### src/rtl/ebd_pkg.sv
`timescale 1ns / 1ps

package ebd_pkg;

   // Field widths
   localparam int unsigned CountWidth = 15;
   localparam int unsigned SpeedWidth = 8;
   localparam int unsigned FloorWidth = 7;
   localparam int unsigned DutyWidth  = 8;
   localparam int unsigned CsrAddrWidth = 2;
   localparam int unsigned CsrDataWidth = 15;
   localparam int unsigned RspDataWidth = 56;

   localparam logic [CountWidth-1:0] CountMax = {CountWidth{1'b1}};
   localparam logic [FloorWidth-1:0] FloorReset = 7'd17;
   localparam logic signed [SpeedWidth-1:0] SpeedLimit = 8'sd100;

   // Duty = floor(mag * 255 / 100) as mag * 255 * 5243 >> 19, exact for mag <= 100
   localparam int unsigned DutyMulWidth = 28;
   localparam logic [20:0] DutyRecip = 21'd1336965;
   localparam int unsigned DutyShift = 19;

   // Configuration register indexes
   typedef enum logic [CsrAddrWidth-1:0] {
      CSR_TICK_TARGET = 2'd0,
      CSR_BASE_SPEED  = 2'd1,
      CSR_FLOOR_SPEED = 2'd2
   } csr_index_type;

   // Request kinds
   typedef enum logic {
      FUNC_START  = 1'b0,
      FUNC_SAMPLE = 1'b1
   } func_type;

   // Wheel drive modes
   typedef enum logic [1:0] {
      MODE_OFF   = 2'd0,
      MODE_FWD   = 2'd1,
      MODE_REV   = 2'd2,
      MODE_BRAKE = 2'd3
   } mode_type;

   typedef struct packed {
      mode_type              mode;
      logic [DutyWidth-1:0]  duty;
   } drive_type;

   // Map a signed speed in percent to a drive mode and PWM duty
   function automatic drive_type drive_of(input logic signed [SpeedWidth-1:0] speed);
      drive_type                 result;
      logic [SpeedWidth-1:0]     mag;
      logic [FloorWidth-1:0]     mag_sat;
      logic [DutyMulWidth-1:0]   prod;
      mag = speed[SpeedWidth-1] ? SpeedWidth'(-speed) : speed;
      mag_sat = (mag > 8'd100) ? 7'd100 : mag[FloorWidth-1:0];
      prod = DutyMulWidth'(mag_sat) * DutyMulWidth'(DutyRecip);
      if (speed == '0) begin
         result.mode = MODE_OFF;
         result.duty = '0;
      end else begin
         result.mode = speed[SpeedWidth-1] ? MODE_REV : MODE_FWD;
         result.duty = prod[DutyShift +: DutyWidth];
      end
      return result;
   endfunction

endpackage

### src/rtl/encoder_balanced_drive.sv
`timescale 1ns / 1ps

// Two-wheel encoder-balanced drive controller.
// req channel: one beat per command. req_tuser selects start (0) or sample (1);
//   req_tdata carries the two encoder line levels. A start latches the levels,
//   clears both edge counts and loads the left speed from base_speed and the
//   right speed with half of it. Each sample counts level changes per wheel
//   and trims the speeds so the counts stay level; when either count reaches
//   tick_target both wheels brake and done is flagged.
// rsp channel: exactly one beat per request with modes, duties, edge counts
//   and done.
// csr port: write-only, csr_addr 0 tick_target, 1 base_speed, 2 floor_speed;
//   write only while no request is in flight.
// Path: the input register, then the update logic feeding the response
//   register. Throughput is one beat per cycle while rsp_tready is high; the
//   state update is a single compare/increment pass, so nothing iterates.
// Reset clears the pipeline, the move state and the registers (floor 17).
// When rsp_tready is low the response register holds, the input register
//   fills, and req_tready drops once both are occupied.
module encoder_balanced_drive (
   input  logic         clock,
   input  logic         reset,
   // request
   input  logic         req_tvalid,
   output logic         req_tready,
   input  logic [7:0]   req_tdata,   // [0] enc_left, [1] enc_right, [7:2] zero
   input  logic         req_tuser,   // [0] func
   // response
   output logic         rsp_tvalid,
   input  logic         rsp_tready,
   // [1:0] left_mode, [9:2] left_duty, [11:10] right_mode, [19:12] right_duty,
   // [34:20] left_edges, [49:35] right_edges, [50] done_res, [55:51] zero
   output logic [ebd_pkg::RspDataWidth-1:0] rsp_tdata,
   // configuration
   input  logic                              csr_we,
   input  logic [ebd_pkg::CsrAddrWidth-1:0]  csr_addr,
   input  logic [ebd_pkg::CsrDataWidth-1:0]  csr_wdata
);

   localparam int unsigned CW = ebd_pkg::CountWidth;
   localparam int unsigned SW = ebd_pkg::SpeedWidth;
   localparam int unsigned FW = ebd_pkg::FloorWidth;

   // configuration registers
   logic [CW-1:0]        tick_target_ff;
   logic signed [SW-1:0] base_speed_ff;
   logic [FW-1:0]        floor_speed_ff;

   // input register
   logic                 s1_valid_ff;
   ebd_pkg::func_type    s1_func_ff;
   logic                 s1_left_ff;
   logic                 s1_right_ff;

   // move state
   logic                 left_level_ff,  left_level_in;
   logic                 right_level_ff, right_level_in;
   logic [CW-1:0]        left_count_ff,  left_count_in;
   logic [CW-1:0]        right_count_ff, right_count_in;
   logic signed [SW-1:0] left_speed_ff,  left_speed_in;
   logic signed [SW-1:0] right_speed_ff, right_speed_in;
   logic                 running_ff,     running_in;

   // response register
   logic                                rsp_valid_ff;
   logic [ebd_pkg::RspDataWidth-1:0]    rsp_data_ff, rsp_data_in;

   logic advance;

   // handshake: input stage moves on when the response register is empty or being read
   assign advance    = s1_valid_ff && (!rsp_valid_ff || rsp_tready);
   assign req_tready = !s1_valid_ff || advance;
   assign rsp_tvalid = rsp_valid_ff;
   assign rsp_tdata  = rsp_data_ff;

   // configuration writes
   always_ff @(posedge clock) begin
      if (reset) begin
         tick_target_ff <= '0;
         base_speed_ff  <= '0;
         floor_speed_ff <= ebd_pkg::FloorReset;
      end else if (csr_we) begin
         unique case (csr_addr)
            ebd_pkg::CSR_TICK_TARGET: tick_target_ff <= csr_wdata[CW-1:0];
            ebd_pkg::CSR_BASE_SPEED:  base_speed_ff  <= csr_wdata[SW-1:0];
            ebd_pkg::CSR_FLOOR_SPEED: floor_speed_ff <= csr_wdata[FW-1:0];
            default: ;
         endcase
      end
   end

   // input register
   always_ff @(posedge clock) begin
      if (reset) begin
         s1_valid_ff <= 1'b0;
      end else if (req_tready) begin
         s1_valid_ff <= req_tvalid;
      end
   end

   always_ff @(posedge clock) begin
      if (req_tready && req_tvalid) begin
         s1_func_ff  <= ebd_pkg::func_type'(req_tuser);
         s1_left_ff  <= req_tdata[0];
         s1_right_ff <= req_tdata[1];
      end
   end

   // update logic: one pass per beat
   always_comb begin
      logic signed [SW-1:0] base;
      logic signed [SW-1:0] half;
      logic signed [SW:0]   flr;
      logic                 done;
      logic                 brake;
      ebd_pkg::drive_type   left_drv;
      ebd_pkg::drive_type   right_drv;

      // saturate base to +-100 and halve toward zero
      if (base_speed_ff > ebd_pkg::SpeedLimit) begin
         base = ebd_pkg::SpeedLimit;
      end else if (base_speed_ff < -ebd_pkg::SpeedLimit) begin
         base = -ebd_pkg::SpeedLimit;
      end else begin
         base = base_speed_ff;
      end
      half = (base + $signed({{(SW-1){1'b0}}, base[SW-1]})) >>> 1;
      flr  = $signed({2'b00, floor_speed_ff});

      left_level_in  = left_level_ff;
      right_level_in = right_level_ff;
      left_count_in  = left_count_ff;
      right_count_in = right_count_ff;
      left_speed_in  = left_speed_ff;
      right_speed_in = right_speed_ff;
      running_in     = running_ff;
      done           = 1'b0;
      brake          = 1'b0;
      left_drv       = ebd_pkg::drive_of(base);
      right_drv      = ebd_pkg::drive_of(base);

      if (s1_func_ff == ebd_pkg::FUNC_START) begin
         left_level_in  = s1_left_ff;
         right_level_in = s1_right_ff;
         left_count_in  = '0;
         right_count_in = '0;
         left_speed_in  = base;
         right_speed_in = half;
         running_in     = 1'b1;
         if (tick_target_ff == '0) begin
            running_in = 1'b0;
            done       = 1'b1;
         end
      end else if (running_ff) begin
         // count level changes, saturating
         if (s1_left_ff != left_level_ff) begin
            left_level_in = s1_left_ff;
            if (left_count_ff != ebd_pkg::CountMax) begin
               left_count_in = left_count_ff + 1'b1;
            end
         end
         if (s1_right_ff != right_level_ff) begin
            right_level_in = s1_right_ff;
            if (right_count_ff != ebd_pkg::CountMax) begin
               right_count_in = right_count_ff + 1'b1;
            end
         end
         // slow the leader, speed up the trailer
         if (left_count_in < right_count_in) begin
            if ($signed({right_speed_ff[SW-1], right_speed_ff}) > flr) begin
               right_speed_in = right_speed_ff - 8'sd1;
            end
            if (left_speed_ff < base) begin
               left_speed_in = left_speed_ff + 8'sd1;
            end
         end else if (left_count_in > right_count_in) begin
            if ($signed({left_speed_ff[SW-1], left_speed_ff}) > flr) begin
               left_speed_in = left_speed_ff - 8'sd1;
            end
            if (right_speed_ff < base) begin
               right_speed_in = right_speed_ff + 8'sd1;
            end
         end
         left_drv  = ebd_pkg::drive_of(left_speed_in);
         right_drv = ebd_pkg::drive_of(right_speed_in);
         if (left_count_in >= tick_target_ff || right_count_in >= tick_target_ff) begin
            running_in = 1'b0;
            done       = 1'b1;
         end
      end else begin
         brake = 1'b1;
      end

      if (done || brake) begin
         left_drv.mode  = ebd_pkg::MODE_BRAKE;
         left_drv.duty  = '0;
         right_drv.mode = ebd_pkg::MODE_BRAKE;
         right_drv.duty = '0;
      end

      rsp_data_in = {5'd0, done, right_count_in, left_count_in,
                     right_drv.duty, right_drv.mode, left_drv.duty, left_drv.mode};
   end

   // move state advances with each beat
   always_ff @(posedge clock) begin
      if (reset) begin
         left_level_ff  <= 1'b0;
         right_level_ff <= 1'b0;
         left_count_ff  <= '0;
         right_count_ff <= '0;
         left_speed_ff  <= '0;
         right_speed_ff <= '0;
         running_ff     <= 1'b0;
      end else if (advance) begin
         left_level_ff  <= left_level_in;
         right_level_ff <= right_level_in;
         left_count_ff  <= left_count_in;
         right_count_ff <= right_count_in;
         left_speed_ff  <= left_speed_in;
         right_speed_ff <= right_speed_in;
         running_ff     <= running_in;
      end
   end

   // response register
   always_ff @(posedge clock) begin
      if (reset) begin
         rsp_valid_ff <= 1'b0;
      end else if (advance) begin
         rsp_valid_ff <= 1'b1;
      end else if (rsp_tready) begin
         rsp_valid_ff <= 1'b0;
      end
   end

   always_ff @(posedge clock) begin
      if (advance) begin
         rsp_data_ff <= rsp_data_in;
      end
   end

endmodule
### config.mk
export PLATFORM = sky130hd
export DESIGN_NAME = encoder_balanced_drive
export DESIGN_NICKNAME = d
export VERILOG_FILES = /design/src/rtl/ebd_pkg.sv /design/src/rtl/encoder_balanced_drive.sv
export SDC_FILE = /design/constraint.sdc
export NUM_CORES = 1
export LEC_CHECK = 0
export BUFFER_PORTS_ARGS = -buffer_cell sky130_fd_sc_hd__clkbuf_2
export CORE_ASPECT_RATIO = 1.75
export CORE_UTILIZATION = 60
export DETAILED_ROUTE_END_ITERATION = 6
export PLACE_DENSITY = 0.79
export SYNTH_ARGS = -nofsm -noshare
export SYNTH_HDL_FRONTEND = slang
export SYNTH_SLANG_ARGS = --single-unit
export TNS_END_PERCENT = 1
### constraint.sdc
create_clock -name clock -period 10.65 [get_ports clock]
set_input_delay 0 -clock clock [delete_from_list [all_inputs] [get_ports clock]]
set_output_delay 0 -clock clock [all_outputs]
set_load 0.005 [all_outputs]
==> results.yml <==
routing:
  met1_length_mm: 13.48
  via_per_inst: 6.023
  dr.pass1.iters: 5
  drt_iter0_drc: 574
  wl_met3_mm: 1.116
  wirelength_mm: 37.56
  vias: 12450
  top_layer: "met4"
  ant_nets: 0
  routedWlPerCell_um: 18.17
  drc: 0
  wl_met2_mm: 19.86
pwr:
  netSwitchingFraction_pct: 36.36
  seqPwrFrac_pct: 32.3
  clockPowerShare_pct: 30.7
  p_int_uw: 1128
  ir_worst_vdd_mv: 0.1522
  net-switching-power_uw: 644.4
  powerDensity_nw_per_um2: 113.4
  comb_power_share_pct: 36.9
  p_leak_uw: 0.007352
final_layout:
  syn2layout_area_growth_pct: 11.10
  multi_input_area_sq_um: 9973
  fin_util_pct: 68.44
  regArea_sq_um: 3247
  diodes: 0
  fin_nets: 2070
  nFillCells: 1902
  layout-drive-gt1-share_pct: 10.47
global_routing:
  grt_pass1_vias: 12830
  grt_max_degree: 82
  track_usage_pct: 32.18
  grt_overflow: 0
  grt_pass1_wl_mm: 61.09
  antenna_found_initial: 0
placed_design:
  dp_hpwl_mm: 29.23
  gp_congestion: 0.9626
  port-buffer-count: 77
synth:
  synthSimpleGateAreaFrac_pct: 18.51
  yosysSeqAreaShare_pct: 23.05
  synth_flop_cell: "dfxtp_1"
  synth-xor-area-share_pct: 6.093
  yosysWarnings: 0
  synth_seq_cells: 135
  syn_area_per_cell_sq_um: 8.459
  synth_compound_area_share_pct: 16.57
  synth_edf_count: 54
  yosys-mux-area-fraction_pct: 1.877
  synthArstFlopShare_pct: 0
  synth_cells: 1663
  synth_top_family_by_area: "adder cells"
  synthAdderAreaFrac_pct: 27.43
  yosysUniqueCellTypes: 87
  syn-cell-area_sq_um: 14070
timing:
  fin_crit_sh_pct: 93.72
  period_minus_slack_ps: 9981
  setup_viol: 0
  drv_slew: 0
  rsz0062_at_grt: "no"
  final.setup.tns_ps: 0
  tightest_slew_ps: 1079
  slew_headroom_pct: 27.43
  finalClockSkew_ps: 10.13
  maxClockFrequency_mhz: 100.2
  hold_violations: 0
clocking:
  clk_path_buf_depth: 2
  h-tree-depth: 4
  cts.sinks: 135
  clk_pin_slew_ps: 60
  clock_latency_ps: 450
  cts_tree: "done"
  root_buffer: "clkbuf_16"
  cts_inserted_buffers: 17
floorplan:
  dieArea_sq_um: 24090
  die_y_um: 204.6
  die_w_um: 117.7
  core_area_sq_um: 22830
  start_util_pct: 61.61
  rows: 73
  ioPinCount: 89
setup_path:
  crit_path_max_fanout: 15
  crit_buf_inv: 5
  cp.required_ps: 10820
  worstSetupEndpointType: "flip-flop"
  cpPeakStageDelay_ps: 570
  worstSetupPathType: "flip-flop to flip-flop"
  arrival_ps: 10150
  crit_family: "compound AO/OA/AOI/OAI gates"
  cpMaxStageDelayCell: "dfxtp_1"
  crit_path_start_kind: "flip-flop"
worst_hold_path:
  hp-class: "primary input to flip-flop"
status:
  status: "finished clean"
flow_run:
  cap_viol_max_count: 0
[synth_stat cells, types with 7 or more instances]
cell type  instances  share of area [%]
ha_1             246                 22
nand2_1          173                4.6
inv_1            170                4.5
nor2_1           142                3.8
a21oi_1          108                3.8
dfxtp_1           81                 12
edfxtp_1          54                 12
xnor2_1           52                3.2
clkbuf_1          48                1.3
xor2_1            44                2.7
fa_1              39                5.6
nand3_1           39                1.4
o21ai_0           39                1.4
nand4_1           30                1.3
nor3_1            28                1.0
a211oi_1          23                1.2
mux2i_1           23                1.6
o21a_1            18               0.96
and2_1            17               0.76
nor2b_1           16               0.71
a21o_1            15               0.80
o21ai_1           15               0.53
o211ai_1          14               0.75
or2_2             14               0.62
and3_1            13               0.58
nand2b_1          13               0.58
nor4_1            13               0.58
or3_1             13               0.58
a22oi_1           11               0.59
a31oi_1           10               0.44
a211o_1            9               0.56
and4_1             8               0.50
o31ai_1            7               0.37
[worst reg2reg max path, delay by kind of cell (launching register included)]
family / cells / cell delay (ps)
XOR/XNOR: 2 / 360
AO/OA/AOI/OAI: 17 / 3890
buffers and inverters: 5 / 360
AND/OR/NAND/NOR: 7 / 1810
adder cells (fa/ha/maj): 7 / 2720
flip-flops: 1 / 570
[sequential cells by signal (all words and copies together), names as in the netlist]
name            flops
s1_right_ff         1
s1_func_ff          1
right_level_ff      1
base_speed_ff       8
running_ff          1
left_count_ff      15
s1_valid_ff         1
rsp_tdata          51
floor_speed_ff      7
tick_target_ff     15
left_level_ff       1
right_speed_ff      8
left_speed_ff       8
s1_left_ff          1
right_count_ff     15
rsp_tvalid          1
[placed cells by master (no fill, tap or decap), types with 18 or more instances in the layout]
cell           netlist  layout
buf_4                6      25
dfxtp_1             81      78
xor2_1              44      41
a21oi_1            108     108
clkbuf_2             0      77
edfxtp_1            54      54
nand4_1             30      30
o21a_1              18      18
a211oi_1            23      23
nor2_1             142     141
nand2_1            173     173
ha_1               246     246
dlygate4sd3_1        0      28
nor3_1              28      27
fa_1                39      39
mux2i_1             23      23
xnor2_1             52      52
inv_1              170     169
o21ai_0             39      39
nand3_1             39      39
[cell type report]
class,count,area share [%]
clock inverter,13,0.6325
multi-input combinational,1300,63.81
sequential,135,20.77
tap,300,2.402
clock buffer,19,2.834
inverter,170,4.083
timing repair buffer,130,5.460
[power by group through the flow]
stage	clock network, uW	registers [uW]	logic (uW)
2_1_floorplan	0	579	472
3_3_place_gp	0	583	612
3_5_place_dp	0	583	634
4_1_cts	549	572	649
5_1_grt	568	575	743
6_report	545	573	655
[metrics by stage]
step / setup WS [ps] / std cells / cell area [sq um] / hold WS (ps) / total power (uW)
floorplan: 1249 / 1667 / 14080 / 98.87 / 1051
global placement: 713.8 / 2000 / 14710 / 178.5 / 1195
detailed placement: 547.7 / 2000 / 14710 / 178.6 / 1217
CTS: 490.6 / 2060 / 15530 / 104.8 / 1770
global route: 0.6093 / 2067 / 15630 / 171.8 / 1886
finish: 668.7 / 2067 / 15630 / 136.5 / 1772
[routing by layer]
| layer | track usage (%) | up-vias |
|---|---|---|
| met1 | 30.04 | 5896 |
| li1 | - | 6075 |
| met4 | 27.20 | 0 |
| met5 | 0 | - |
| met3 | 3.647 | 138 |
| met2 | 61.81 | 340 |
[final timing paths]
path,from,end,slack [ps],cells past startpoint
setup / recovery,base_speed_ff[2],rsp_tdata[18],670,38
hold / removal,csr_addr[1],tick_target_ff[1],140,5
setup reg to reg,base_speed_ff[2],rsp_tdata[18],670,38
hold reg to reg,tick_target_ff[1],tick_target_ff[1],480,2
[kinds of logic after synthesis]
family / count (synthesis)
compound gates: 344
xor+xnor: 97
fa+ha+maj: 285
buf+inv: 232
flops: 135
mux: 26
other cells: 1
simple gates: 543
[timing repair]
action / in CTS / in global routing
setup endpoints to repair: 0 / 6
gates resized for setup: 0 / 11
hold buffers: 28 / 0
buffers inserted: 0 / 7
hold endpoints to repair: 35 / 0
Note: power is estimated with default switching activity, not from simulation.
